===== config.mk =====
export PLATFORM = sky130hd
export DESIGN_NAME = touch_gesture_classifier_unit
export DESIGN_NICKNAME = d
export VERILOG_FILES = /design/src/hdl/tgc_pkg.sv /design/src/hdl/tgc_slot_file.sv /design/src/hdl/tgc_arith.sv /design/src/hdl/touch_gesture_classifier_unit.sv
export SDC_FILE = /design/constraint.sdc
export NUM_CORES = 2
export LEC_CHECK = 0
export BUFFER_PORTS_ARGS = -buffer_cell sky130_fd_sc_hd__buf_2
export CAP_MARGIN = 20
export CORE_MARGIN = 2
export CORE_UTILIZATION = 40
export CTS_CLUSTER_SIZE = 8
export DETAILED_ROUTE_END_ITERATION = 8
export SYNTH_ARGS = -nofsm -noshare
export SYNTH_HDL_FRONTEND = slang
export SYNTH_SLANG_ARGS = --single-unit

===== constraint.sdc =====
create_clock -name clk -period 15 [get_ports clk]
set_clock_uncertainty 0.15 [all_clocks]
set_input_delay 0.75 -clock clk [delete_from_list [all_inputs] [get_ports clk]]
set_output_delay 0.75 -clock clk [all_outputs]
set_load 0.01 [all_outputs]

===== src/hdl/tgc_pkg.sv =====
// Shared types, codes and constants of the touch gesture classifier.
package tgc_pkg;

  localparam int TGC_SLOT_COUNT = 10;

  localparam int COORD_W = 16;
  localparam int OP_W    = 3;
  localparam int SLOT_W  = 4;
  localparam int DIR_W   = 3;
  localparam int KIND_W  = 2;
  localparam int CNT_W   = 5;
  localparam int REG_W   = 3;

  // Event opcodes
  localparam logic [OP_W-1:0] OP_DOWN   = 3'd0;
  localparam logic [OP_W-1:0] OP_UP     = 3'd1;
  localparam logic [OP_W-1:0] OP_MOTION = 3'd2;
  localparam logic [OP_W-1:0] OP_CANCEL = 3'd3;
  localparam logic [OP_W-1:0] OP_EVAL   = 3'd4;

  // Directions
  localparam logic [DIR_W-1:0] SWIPE_NONE   = 3'd0;
  localparam logic [DIR_W-1:0] SWIPE_TOP    = 3'd1;
  localparam logic [DIR_W-1:0] SWIPE_RIGHT  = 3'd2;
  localparam logic [DIR_W-1:0] SWIPE_BOTTOM = 3'd3;
  localparam logic [DIR_W-1:0] SWIPE_LEFT   = 3'd4;
  localparam int               DIR_NUM      = 5;

  // Gesture kinds
  localparam logic [KIND_W-1:0] KIND_NONE   = 2'd0;
  localparam logic [KIND_W-1:0] KIND_TAP    = 2'd1;
  localparam logic [KIND_W-1:0] KIND_MOVE   = 2'd2;
  localparam logic [KIND_W-1:0] KIND_BORDER = 2'd3;

  // Configuration register indexes and reset values
  localparam logic [REG_W-1:0] REG_EDGE_LEFT   = 3'd0;
  localparam logic [REG_W-1:0] REG_EDGE_RIGHT  = 3'd1;
  localparam logic [REG_W-1:0] REG_EDGE_TOP    = 3'd2;
  localparam logic [REG_W-1:0] REG_EDGE_BOTTOM = 3'd3;
  localparam logic [REG_W-1:0] REG_MIN_TRAVEL  = 3'd4;

  localparam logic [COORD_W-1:0] RST_EDGE_LEFT   = 16'd0;
  localparam logic [COORD_W-1:0] RST_EDGE_RIGHT  = 16'd65535;
  localparam logic [COORD_W-1:0] RST_EDGE_TOP    = 16'd0;
  localparam logic [COORD_W-1:0] RST_EDGE_BOTTOM = 16'd65535;
  localparam logic [COORD_W-1:0] RST_MIN_TRAVEL  = 16'd160;

  // Start and end point of one slot
  typedef struct packed {
    logic [COORD_W-1:0] sx;
    logic [COORD_W-1:0] sy;
    logic [COORD_W-1:0] ex;
    logic [COORD_W-1:0] ey;
  } tgc_pts_t;

  // Slot update request
  typedef struct packed {
    logic               en;
    logic [OP_W-1:0]    op;
    logic [SLOT_W-1:0]  slot;
    logic [COORD_W-1:0] x;
    logic [COORD_W-1:0] y;
  } tgc_wr_t;

  // Slot flag summary
  typedef struct packed {
    logic down_any;
    logic ready_any;
    logic rd_ready;
  } tgc_flags_t;

endpackage


===== src/hdl/tgc_slot_file.sv =====
// Touch slot storage: points, down and ready flags, one read port.
module tgc_slot_file import tgc_pkg::*; #(
  parameter  int SLOT_COUNT = TGC_SLOT_COUNT,
  localparam int IDX_W      = (SLOT_COUNT > 1) ? $clog2(SLOT_COUNT) : 1
) (
  input  logic             clk,
  input  logic             rst_n,
  input  tgc_wr_t          wr_i,
  input  logic             clr_en_i,
  input  logic [IDX_W-1:0] rd_idx_i,
  output tgc_pts_t         rd_pts_o,
  output tgc_flags_t       flags_o
);

  tgc_pts_t               pts_r  [SLOT_COUNT];
  logic [SLOT_COUNT-1:0]  down_r;
  logic [SLOT_COUNT-1:0]  ready_r;
  logic [IDX_W-1:0]       wr_idx;

  assign wr_idx = wr_i.slot[IDX_W-1:0];

  always_ff @(posedge clk) begin
    if (!rst_n) begin
      for (int i = 0; i < SLOT_COUNT; i++) begin
        pts_r[i] <= '0;
      end
      down_r  <= '0;
      ready_r <= '0;
    end else begin
      if (wr_i.en) begin
        unique case (wr_i.op)
          OP_DOWN: begin
            pts_r[wr_idx] <= '{sx: wr_i.x, sy: wr_i.y, ex: wr_i.x, ey: wr_i.y};
            down_r[wr_idx] <= 1'b1;
          end
          OP_UP: begin
            ready_r[wr_idx] <= 1'b1;
            down_r[wr_idx]  <= 1'b0;
          end
          OP_MOTION: begin
            pts_r[wr_idx].ex <= wr_i.x;
            pts_r[wr_idx].ey <= wr_i.y;
          end
          default: begin
          end
        endcase
      end
      // drop the ready flag of the slot just collected
      if (clr_en_i) begin
        ready_r[rd_idx_i] <= 1'b0;
      end
    end
  end

  assign rd_pts_o          = pts_r[rd_idx_i];
  assign flags_o.down_any  = |down_r;
  assign flags_o.ready_any = |ready_r;
  assign flags_o.rd_ready  = ready_r[rd_idx_i];

endmodule


===== src/hdl/tgc_arith.sv =====
// Shared arithmetic unit: octant vote, travel magnitudes, registered squarer.
module tgc_arith import tgc_pkg::*; (
  input  logic                 clk,
  input  tgc_pts_t             pts_i,
  input  logic [COORD_W-1:0]   mag_i,
  output logic [DIR_W-1:0]     vote_o,
  output logic [COORD_W-1:0]   mag_dx_o,
  output logic [COORD_W-1:0]   mag_dy_o,
  output logic [2*COORD_W-1:0] sq_o
);

  logic signed [COORD_W:0] dx;
  logic signed [COORD_W:0] up;
  logic signed [COORD_W:0] ndx;
  logic signed [COORD_W:0] nup;
  logic [2*COORD_W-1:0]    sq_r;

  assign dx  = $signed({1'b0, pts_i.ex}) - $signed({1'b0, pts_i.sx});
  assign up  = $signed({1'b0, pts_i.sy}) - $signed({1'b0, pts_i.ey});
  assign ndx = -dx;
  assign nup = -up;

  assign mag_dx_o = dx[COORD_W] ? ndx[COORD_W-1:0] : dx[COORD_W-1:0];
  assign mag_dy_o = up[COORD_W] ? nup[COORD_W-1:0] : up[COORD_W-1:0];

  // screen convention: up is positive when the finger moved toward the top
  always_comb begin
    if (dx == 0 && up == 0) begin
      vote_o = SWIPE_NONE;
    end else if (up > 0 && nup <= dx && dx < up) begin
      vote_o = SWIPE_TOP;
    end else if (up < 0 && up < dx && dx <= nup) begin
      vote_o = SWIPE_BOTTOM;
    end else if ((up >= 0 && ndx > up) || (up < 0 && ndx >= nup)) begin
      vote_o = SWIPE_LEFT;
    end else begin
      vote_o = SWIPE_RIGHT;
    end
  end

  always_ff @(posedge clk) begin
    sq_r <= mag_i * mag_i;
  end

  assign sq_o = sq_r;

endmodule


===== src/hdl/touch_gesture_classifier_unit.sv =====
// Top level of the touch gesture classifier: event sequencer and stream ports.
//
//  channel | direction | handshake          | content
//  --------+-----------+--------------------+-----------------------------------
//  in_     | slave     | in_tvalid/tready   | one touch event per beat
//  out_    | master    | out_tvalid/tready  | one result per input beat
//  cfg_    | slave     | cfg_valid/ready    | edge limits and minimum travel
//
//  Down, up, motion and cancel are accepted, then loaded into the output register.
//  A skipped evaluate does the same; otherwise evaluate walks the slots and decides a
//  tap or movement, and for a single finger squares the travel on the shared squarer.
//  Reset is synchronous on rst_n: flags and points clear, registers return to defaults.
//  A result waits in the sequencer while the output register is full; no beat is
//  accepted until it moves on. cfg_ready is always high.
module touch_gesture_classifier_unit import tgc_pkg::*; #(
  parameter  int SLOT_COUNT = TGC_SLOT_COUNT,
  localparam int IDX_W      = (SLOT_COUNT > 1) ? $clog2(SLOT_COUNT) : 1
) (
  input  logic               clk,
  input  logic               rst_n,
  input  logic               in_tvalid,
  output logic               in_tready,
  input  logic [39:0]        in_tdata,   // slot[3:0], pos_x[19:4], pos_y[35:20], zero pad
  input  logic [OP_W-1:0]    in_tuser,   // opcode[2:0]
  output logic               out_tvalid,
  input  logic               out_tready,
  output logic [7:0]         out_tdata,  // direction[2:0], finger_count[7:3]
  output logic [2:0]         out_tuser,  // gesture_valid[0], gesture_kind[2:1]
  input  logic               cfg_valid,
  output logic               cfg_ready,
  input  logic [REG_W-1:0]   cfg_index,
  input  logic [COORD_W-1:0] cfg_data
);

  localparam logic [2:0] S_IDLE   = 3'd0;
  localparam logic [2:0] S_SCAN   = 3'd1;
  localparam logic [2:0] S_DECIDE = 3'd2;
  localparam logic [2:0] S_SQX    = 3'd3;
  localparam logic [2:0] S_SQY    = 3'd4;
  localparam logic [2:0] S_SQL    = 3'd5;
  localparam logic [2:0] S_CMP    = 3'd6;
  localparam logic [2:0] S_WRITE  = 3'd7;

  localparam logic [IDX_W-1:0] LAST_IDX = IDX_W'(SLOT_COUNT - 1);

  // unpack the event beat
  logic [OP_W-1:0]    in_op;
  logic [SLOT_W-1:0]  in_slot;
  logic [COORD_W-1:0] in_x;
  logic [COORD_W-1:0] in_y;
  logic               in_acc;
  logic               slot_ok;

  assign in_op   = in_tuser;
  assign in_slot = in_tdata[3:0];
  assign in_x    = in_tdata[19:4];
  assign in_y    = in_tdata[35:20];
  assign in_acc  = in_tvalid && in_tready;
  assign slot_ok = {1'b0, in_slot} < (SLOT_W+1)'(SLOT_COUNT);

  // configuration registers
  logic [COORD_W-1:0] edge_left_r, edge_right_r, edge_top_r, edge_bottom_r, min_travel_r;

  assign cfg_ready = 1'b1;

  always_ff @(posedge clk) begin
    if (!rst_n) begin
      edge_left_r   <= RST_EDGE_LEFT;
      edge_right_r  <= RST_EDGE_RIGHT;
      edge_top_r    <= RST_EDGE_TOP;
      edge_bottom_r <= RST_EDGE_BOTTOM;
      min_travel_r  <= RST_MIN_TRAVEL;
    end else if (cfg_valid && cfg_ready) begin
      unique case (cfg_index)
        REG_EDGE_LEFT:   edge_left_r   <= cfg_data;
        REG_EDGE_RIGHT:  edge_right_r  <= cfg_data;
        REG_EDGE_TOP:    edge_top_r    <= cfg_data;
        REG_EDGE_BOTTOM: edge_bottom_r <= cfg_data;
        REG_MIN_TRAVEL:  min_travel_r  <= cfg_data;
        default: begin
        end
      endcase
    end
  end

  // sequencer state
  logic [2:0]           state_r, state_nxt;
  logic [IDX_W-1:0]     idx_r, idx_nxt;
  logic [IDX_W-1:0]     last_r, last_nxt;
  logic [CNT_W-1:0]     cnt_r, cnt_nxt;
  logic [CNT_W-1:0]     votes_r [DIR_NUM];
  logic [CNT_W-1:0]     votes_nxt [DIR_NUM];
  logic [DIR_W-1:0]     dir_r, dir_nxt;
  logic [2*COORD_W:0]   acc_r, acc_nxt;
  logic                 res_valid_r, res_valid_nxt;
  logic [KIND_W-1:0]    res_kind_r, res_kind_nxt;
  logic [DIR_W-1:0]     res_dir_r, res_dir_nxt;
  logic [CNT_W-1:0]     res_cnt_r, res_cnt_nxt;
  logic                 out_valid_r, out_valid_nxt;
  logic                 out_load;
  logic                 out_gv_r;
  logic [KIND_W-1:0]    out_kind_r;
  logic [DIR_W-1:0]     out_dir_r;
  logic [CNT_W-1:0]     out_cnt_r;

  // datapath links
  tgc_wr_t              wr;
  logic                 clr_en;
  logic [IDX_W-1:0]     rd_idx;
  tgc_pts_t             rd_pts;
  tgc_flags_t           flags;
  logic [DIR_W-1:0]     vote;
  logic [COORD_W-1:0]   mag_dx;
  logic [COORD_W-1:0]   mag_dy;
  logic [COORD_W-1:0]   sq_mag;
  logic [2*COORD_W-1:0] sq;
  logic [DIR_W-1:0]     vote_dir;
  logic [DIR_W-1:0]     edge_dir;

  assign rd_idx = (state_r == S_SCAN) ? idx_r : last_r;

  tgc_slot_file #(.SLOT_COUNT(SLOT_COUNT)) u_slots (
    .clk      (clk),
    .rst_n    (rst_n),
    .wr_i     (wr),
    .clr_en_i (clr_en),
    .rd_idx_i (rd_idx),
    .rd_pts_o (rd_pts),
    .flags_o  (flags)
  );

  tgc_arith u_arith (
    .clk      (clk),
    .pts_i    (rd_pts),
    .mag_i    (sq_mag),
    .vote_o   (vote),
    .mag_dx_o (mag_dx),
    .mag_dy_o (mag_dy),
    .sq_o     (sq)
  );

  // unique largest vote count; a tie falls back to none
  always_comb begin
    logic [DIR_W-1:0] best;
    logic [CNT_W-1:0] bestn;
    logic             tie;
    best  = SWIPE_NONE;
    bestn = '0;
    tie   = 1'b0;
    for (int i = 0; i < DIR_NUM; i++) begin
      if (votes_r[i] > bestn) begin
        bestn = votes_r[i];
        best  = DIR_W'(i);
        tie   = 1'b0;
      end else if (votes_r[i] == bestn) begin
        tie = 1'b1;
      end
    end
    vote_dir = tie ? SWIPE_NONE : best;
  end

  // edge of the start point, tested left, right, top, bottom
  always_comb begin
    if (rd_pts.sx <= edge_left_r) begin
      edge_dir = SWIPE_LEFT;
    end else if (rd_pts.sx >= edge_right_r) begin
      edge_dir = SWIPE_RIGHT;
    end else if (rd_pts.sy <= edge_top_r) begin
      edge_dir = SWIPE_TOP;
    end else if (rd_pts.sy >= edge_bottom_r) begin
      edge_dir = SWIPE_BOTTOM;
    end else begin
      edge_dir = SWIPE_NONE;
    end
  end

  assign in_tready = (state_r == S_IDLE);
  assign out_load  = (state_r == S_WRITE) && (!out_valid_r || out_tready);

  always_comb begin
    state_nxt     = state_r;
    idx_nxt       = idx_r;
    last_nxt      = last_r;
    cnt_nxt       = cnt_r;
    votes_nxt     = votes_r;
    dir_nxt       = dir_r;
    acc_nxt       = acc_r;
    res_valid_nxt = res_valid_r;
    res_kind_nxt  = res_kind_r;
    res_dir_nxt   = res_dir_r;
    res_cnt_nxt   = res_cnt_r;
    wr            = '0;
    clr_en        = 1'b0;
    sq_mag        = '0;
    out_valid_nxt = out_valid_r && !out_tready;

    unique case (state_r)
      S_IDLE: begin
        if (in_acc) begin
          // default result is the empty one
          res_valid_nxt = 1'b0;
          res_kind_nxt  = KIND_NONE;
          res_dir_nxt   = SWIPE_NONE;
          res_cnt_nxt   = '0;
          state_nxt     = S_WRITE;
          if ((in_op == OP_DOWN || in_op == OP_UP || in_op == OP_MOTION) && slot_ok) begin
            wr = '{en: 1'b1, op: in_op, slot: in_slot, x: in_x, y: in_y};
          end else if (in_op == OP_EVAL && !flags.down_any && flags.ready_any) begin
            idx_nxt = '0;
            cnt_nxt = '0;
            for (int i = 0; i < DIR_NUM; i++) begin
              votes_nxt[i] = '0;
            end
            state_nxt = S_SCAN;
          end
        end
      end
      S_SCAN: begin
        // collect one slot per cycle
        if (flags.rd_ready) begin
          clr_en          = 1'b1;
          votes_nxt[vote] = votes_r[vote] + 1'b1;
          cnt_nxt         = cnt_r + 1'b1;
          last_nxt        = idx_r;
        end
        if (idx_r == LAST_IDX) begin
          state_nxt = S_DECIDE;
        end else begin
          idx_nxt = idx_r + 1'b1;
        end
      end
      S_DECIDE: begin
        res_valid_nxt = 1'b1;
        res_cnt_nxt   = cnt_r;
        res_dir_nxt   = vote_dir;
        if (vote_dir == SWIPE_NONE) begin
          res_kind_nxt = KIND_TAP;
          state_nxt    = S_WRITE;
        end else if (cnt_r > CNT_W'(1)) begin
          res_kind_nxt = KIND_MOVE;
          state_nxt    = S_WRITE;
        end else begin
          dir_nxt   = vote_dir;
          state_nxt = S_SQX;
        end
      end
      S_SQX: begin
        sq_mag    = mag_dx;
        state_nxt = S_SQY;
      end
      S_SQY: begin
        acc_nxt   = {1'b0, sq};
        sq_mag    = mag_dy;
        state_nxt = S_SQL;
      end
      S_SQL: begin
        acc_nxt   = acc_r + {1'b0, sq};
        sq_mag    = min_travel_r;
        state_nxt = S_CMP;
      end
      S_CMP: begin
        // squared travel against squared minimum, then the edge test
        if (acc_r >= {1'b0, sq} && edge_dir != SWIPE_NONE) begin
          res_kind_nxt = KIND_BORDER;
          res_dir_nxt  = edge_dir;
        end else begin
          res_kind_nxt = KIND_NONE;
          res_dir_nxt  = dir_r;
        end
        state_nxt = S_WRITE;
      end
      S_WRITE: begin
        // hold until the output register is free
        if (out_load) begin
          out_valid_nxt = 1'b1;
          state_nxt     = S_IDLE;
        end
      end
      default: begin
        state_nxt = S_IDLE;
      end
    endcase
  end

  always_ff @(posedge clk) begin
    if (!rst_n) begin
      state_r     <= S_IDLE;
      out_valid_r <= 1'b0;
    end else begin
      state_r     <= state_nxt;
      out_valid_r <= out_valid_nxt;
    end
  end

  always_ff @(posedge clk) begin
    idx_r       <= idx_nxt;
    last_r      <= last_nxt;
    cnt_r       <= cnt_nxt;
    votes_r     <= votes_nxt;
    dir_r       <= dir_nxt;
    acc_r       <= acc_nxt;
    res_valid_r <= res_valid_nxt;
    res_kind_r  <= res_kind_nxt;
    res_dir_r   <= res_dir_nxt;
    res_cnt_r   <= res_cnt_nxt;
    if (out_load) begin
      out_gv_r   <= res_valid_r;
      out_kind_r <= res_kind_r;
      out_dir_r  <= res_dir_r;
      out_cnt_r  <= res_cnt_r;
    end
  end

  assign out_tvalid = out_valid_r;
  assign out_tdata  = {out_cnt_r, out_dir_r};
  assign out_tuser  = {out_kind_r, out_gv_r};

endmodule


Word level (Yosys, flattened, before mapping)
Memory sizes are Yosys's and may differ from the RTL's.
Index checks and enable logic that the tools add are counted.

cells by class
  $lt $le $gt $ge = 27
  multiplexer cells = 105
  shifts and indexed selects = 0
  multiply operators = 1
  bitwise logic cells = 11
  div/mod/pow operators = 0
  $add $sub $neg = 8
  eq/ne operators = 29
  reductions and logical operators = 55

operator list
  kind                              number
  two-way mux 40 bit                3
  two-way mux 25 bit                4
  case mux 33 bit (2 select lines)  1
  logical NOT 32 bit                2
  two-way mux 16 bit                4
  two-way mux 64 bit                1
  OR reduction 64 bit               1
  two-way mux 5 bit                 12
  two-way mux 3 bit                 19
  case mux 25 bit (2 select lines)  1
  case mux 16 bit (3 select lines)  1
  two-way mux 10 bit                4
  less-or-equal comparator 17 bit   2
  < comparator 17 bit               2
  negation 17 bit                   2
  subtractor 16 x 16 -> 17 bit      2
  adder 33 x 32 -> 33 bit           1
  >= comparator 33 x 32 -> 1 bit    1
  >= comparator 16 bit              2
  less-or-equal comparator 16 bit   2
  multiplier 16 x 16 -> 32 bit      1
  two-way mux 1 bit                 28
  bitwise mux 25 bit                1
  two-way mux 4 bit                 6
  51 further kinds                  133

storage, ports and cells
  output and inout port bits = 14
  logic and storage cells = 265
  input port bits = 67
  memories kept = 1
  bits in read-only memories = 0
  register bits after elaboration = 232
  bits in latches = 0
  RAM bits = 640

memories
  memory         depth  width  read ports  clocked after Yosys merged registers in  write ports  RTL line             source
  u_slots.pts_r  10     64     1           0                                        10           tgc_slot_file.sv:15  tgc_pts_t pts_r [SLOT_COUNT];

Longest topological paths before layout
An unclocked memory read counts as a cell.

  depth in word-level cells = 20
  depth in mapped cells = 59
  depth with buffers taken out = 54

Cells and area by module
A second synthesis with hierarchy kept.

unflattened totals
  cells, all modules = 5379
  area total of the unflattened synthesis = 67467.2 um^2

modules (own cells, without submodules)
  module                         cells each  seq. area each (um^2)  area each (um^2)  instances
  tgc_slot_file                  2477        31149.9                42519.5           1
  touch_gesture_classifier_unit  1457        4564.4                 12589.6           1
  tgc_arith                      1445        620.6                  12358.1           1

Worst setup path after synthesis
Ideal clock, no wire load.

  path kind = reg2reg
  start point = reg state_r[1]
  end point = reg u_arith.sq_r[31] (netlist: u_arith.sq_o[31])
  stages on the path, launching flop included = 48
  arrival time = 12.193 ns
  library setup time = 0.135 ns
  period minus slack after synthesis = 12.478 ns
  path buffers = 5
  required time = 14.715 ns
  path slack = 2.522 ns
  cell sequence = dfxtp_1 clkbuf_1 nor2_1 nand2_1 mux2i_1 clkbuf_1 clkbuf_1 buf_1 nand2_1 a311oi_1 a31oi_1 a21oi_1 ha_1 inv_1 fa_1 xnor2_1 nand3_1 nor3_1 [12 not listed] fa_1 inv_1 fa_1 fa_1 fa_1 inv_1 fa_1 inv_1 ha_1 a21oi_1 o21bai_1 a21oi_1 o21bai_1 o41ai_1 o211ai_1 nor3b_1 a2111oi_0 xnor2_1

between the ends
  longest elaborated chain between the ends = 8
  elaborated cells between the ends (all ways) = 14
  classes of those cells = add/sub: 4; mul: 1; eq/ne: 4; mux: 4; memory: 1

RTL lines
  what                                                    RTL line                              source
  start, declared                                         touch_gesture_classifier_unit.sv:87   logic [2:0] state_r, state_nxt;
  start signal, assigned                                  touch_gesture_classifier_unit.sv:290  state_r <= state_nxt;
  equality test 3 x 1 -> 1 bit                            touch_gesture_classifier_unit.sv:120  assign rd_idx = (state_r == S_SCAN) ? idx_r : last_r;
  two-way mux 4 bit                                       touch_gesture_classifier_unit.sv:120
  memory (10 x 64 bit)                                    n/a
  subtractor 16 x 16 -> 17 bit, on equally long branches  tgc_arith.sv:19, tgc_arith.sv:18
  negation 17 bit, on equally long branches               tgc_arith.sv:21, tgc_arith.sv:20
  two-way mux 16 bit, on equally long branches            tgc_arith.sv:24, tgc_arith.sv:23
  case mux 16 bit (3 select lines) *                      touch_gesture_classifier_unit.sv:197  unique case (state_r)
  multiplier 16 x 16 -> 32 bit *                          tgc_arith.sv:42                       sq_r <= mag_i * mag_i;
  end signal, assigned                                    tgc_arith.sv:42
  end, declared                                           tgc_arith.sv:16                       logic [2*COORD_W-1:0] sq_r;

Mark *: on every way between the ends. The rest lies on a longest branch, timed or not.
A chain may end at the register's enable or synchronous reset.

Worst setup path in the final report
  start point = reg state_r[2]
  end point = reg u_arith.sq_r[31] (netlist: u_arith.sq_o[31])

Same word-level chain as after synthesis.

==> results.txt <==
----------------------------------------------------
[Flow run]
  Max-Cap Viols ... 0

[Logic synthesis]
  Post-synth cell types ... 88
  Avg Cell Area, Syn ... 10.2 um2
  Proportion of synthesized chip area in sequential cells ... 52.7%
  Commonest register cell after synthesis ... edfxtp_1
  Post-synthesis async set-or-reset flop share ... 0%
  Count of synthesis-stage warnings from yosys ... 0
  EDFF count, synth ... 1,120
  Number of register bits inferred by synthesis ... 1,255
  Cell Area, Synth ... 69,000 um2
  Cells after synthesis ... 6,775

[Place]
  Gpl congestion ... 0.890
  Count of input and output buffers ... 75
  HPWL after DPL ... 130,000 um
  # placed instances ... 9,282

[Timing]
  Fin. Hold Viols ... 0
  Clock period minus final worst setup slack ... 14.08 ns
  Final sum of negative setup slack ... 0 ns
  Number of max-slew violations in the final report ... 0
  Peak clock frequency supported by timing ... 71.0 MHz
  Worst hold slack ... 0.131 ns
  Count of final setup violators ... 0
  Share of the clock period used by the worst path after layout ... 93.8%
  Unrepaired setup endpoints after global routing ... no
  Slew @ Worst Pin ... 1.19 ns
  Worst slew margin relative to its limit ... 20.0%

[Clocking]
  Clock transition time at the flip-flop clock pins of the worst setup and hold paths ... 0.05 ns
  Maximum buffer depth of the clock tree ... 3
  Clock tree from TritonCTS ... built
  Hold Buf Count CTS ... 0
  Num CTS Buffers ... 177
  Clock root buffer ... clkbuf_16
  Worst skew pair latency ... 0.79 ns
  Depth of the CTS H-tree ... 4
  Sinks on the clock net ... 1,255

[Setup path]
  Worst EP arrival ... 14.59 ns
  Top fanout value on the critical path ... 84
  Worst path max stage delay ... 0.71 ns
  Data required time at the worst endpoint ... 15.51 ns
  Dominant cell type by count on the critical path ... fa_1
  Critical Path End Type ... flip-flop
  Startpoint type of the worst setup path ... flip-flop
  Worst setup path category ... flip-flop to flip-flop
  Critical-path cell with the highest stage delay ... or4b_2

[Detailed routing]
  Drt drc ... 0
  Routed vias ... 51,500
  Vias per cell ... 5.39
  DRT Pass-1 Iters ... 6
  Wire length per cell ... 21.1 um
  Final Routed Wirelength ... 201,000 um
  Number of nets with antenna violations after detailed routing ... 0
  Detailed router's first-iteration violation count ... 4,985

[Die]
  Core Region ... 172,000 um2
  Initial cell density of the core ... 40.2%
  Die span in y ... 419 um
  IO Count ... 81
  Site row count ... 152
  Die span in x ... 419 um
  Total die area ... 176,000 um2

[Outcome]
  Result of the run ... completed

[GRT]
  Number of global-route vias before repair ... 50,300
  Antenna violations before repair ... 23
  First-pass GRT wire length ... 305,000 um
  Maximum number of pins on one net before global-route repair ... 97
  Overall routing resource usage ... 22.8%
  Remaining global-route overflow ... 0

[Finish]
  Share of final-layout standard cells stronger than drive strength 1 ... 7.09%
  Most used cells in the layout excluding fill and tap cells ... nand2_1, edfxtp_1, inv_1
  Post-layout nets ... 7,744
  Finished Layout Cells ... 9,547
  Leading cell type in the layout, fill and taps excluded ... nand2_1
  Area growth syn-to-layout ... 14.5%

[Worst hold path]
  Hold WC Path Type ... primary input to flip-flop

----------------------------------------------------
[synthesized netlist by cell type, drive strengths merged (28+ instances only)]
cell type	number	area, um2
a21o	61	458
nand2b	41	257
xor2	37	324
nand2	1406	5280
buf	41	168
dfxtp	135	2700
and3	330	2060
nand4	29	181
inv	507	1900
clkbuf	369	1390
nand3	270	1350
o211ai	40	300
nor2	465	1750
ha	349	4370
a21oi	263	1320
o21ai	148	744
xnor2	108	953
o31ai	28	215
edfxtp	1120	33600
and2	260	1630
fa	165	3300
a311oi	198	1730
a31oi	78	488
nor3	52	260
[metrics by stage]
step	util (%)	worst slack, ns	instance area (um2)
final	46.0	0.924	79000
after global routing	46.0	0.00685	79000
after CTS	45.9	0.609	78800
after detailed placement	43.0	0.637	73800
after global placement	43.0	0.607	73700
after floorplan	-	2.52	70400
[worst max-delay path, delay by kind of cell (launching register included)]
family	cells	cell delay, ns
compound gates	14	3.92
xor+xnor	3	0.61
fa+ha+maj	8	3.79
buf+inv	6	1.17
flops	1	0.67
mux	1	0.42
simple gates	11	3.09
[area by class of cell]
class                      instances  area, um2
antenna                            4       10.0
clock buffer                     235       4760
clock inverter                    14        236
fill                           16100      92600
inverter                         510       1910
multi-input combinational       4983      30900
sequential                      1255      36300
tap                             2310       2890
timing repair buffer             236       1900
[routing by layer]
layer | track usage (%) | vias to the layer above | wire [um]
met4 | 7.21 | 4 | 6320
met2 | 37.1 | 1935 | 92900
met1 | 31.0 | 25200 | 86300
met3 | 3.87 | 372 | 15900
met5 | 0 | - | 18
li1 | - | 23900 | -
[cell families (layout without fill, tap and decap cells)]
logic type      count (synthesis)  in the layout  synth area share [%]
other cells                     2            389                0.0109
fa+ha+maj                     516            516                  11.2
buf+inv                       920            995                  5.03
xor+xnor                      145            145                  1.85
mux                            23             23                 0.341
compound gates                959            959                  9.39
simple gates                 2955           2955                  19.5
flops                        1255           1255                  52.7
[path summary, 6_finish.rpt]
path         slack, ns    startpoint          endpoint  cells after the start
min reg2reg       0.28  res_cnt_r[1]      out_cnt_r[1]                      0
max reg2reg       0.92    state_r[2]  u_arith.sq_o[31]                     43
max               0.92    state_r[2]  u_arith.sq_o[31]                     43
min               0.13  cfg_data[11]   edge_left_r[11]                      3
[sequential cells by signal (all words and copies together), names as in the netlist, 3 cells and up]
register / cells
state_r: 3
u_slots.ready_r: 10
last_r: 4
dir_r: 3
edge_right_r: 16
min_travel_r: 16
edge_left_r: 16
res_dir_r: 3
cnt_r: 5
edge_bottom_r: 16
out_cnt_r: 5
edge_top_r: 16
votes_r: 25
u_slots.down_r: 10
idx_r: 4
u_arith.sq_o: 31
acc_r: 33
res_cnt_r: 5
u_slots.pts_r: 1024
out_dir_r: 3
[timing repair]
item | CTS | global route
buffers inserted | 0 | 9
endpoints found under the setup margin | 0 | 5
gates resized for setup | 0 | 7
Power is left out: the tool's default activity adds up to more than one toggle a clock period on the data nets, which glitch-free logic cannot reach.
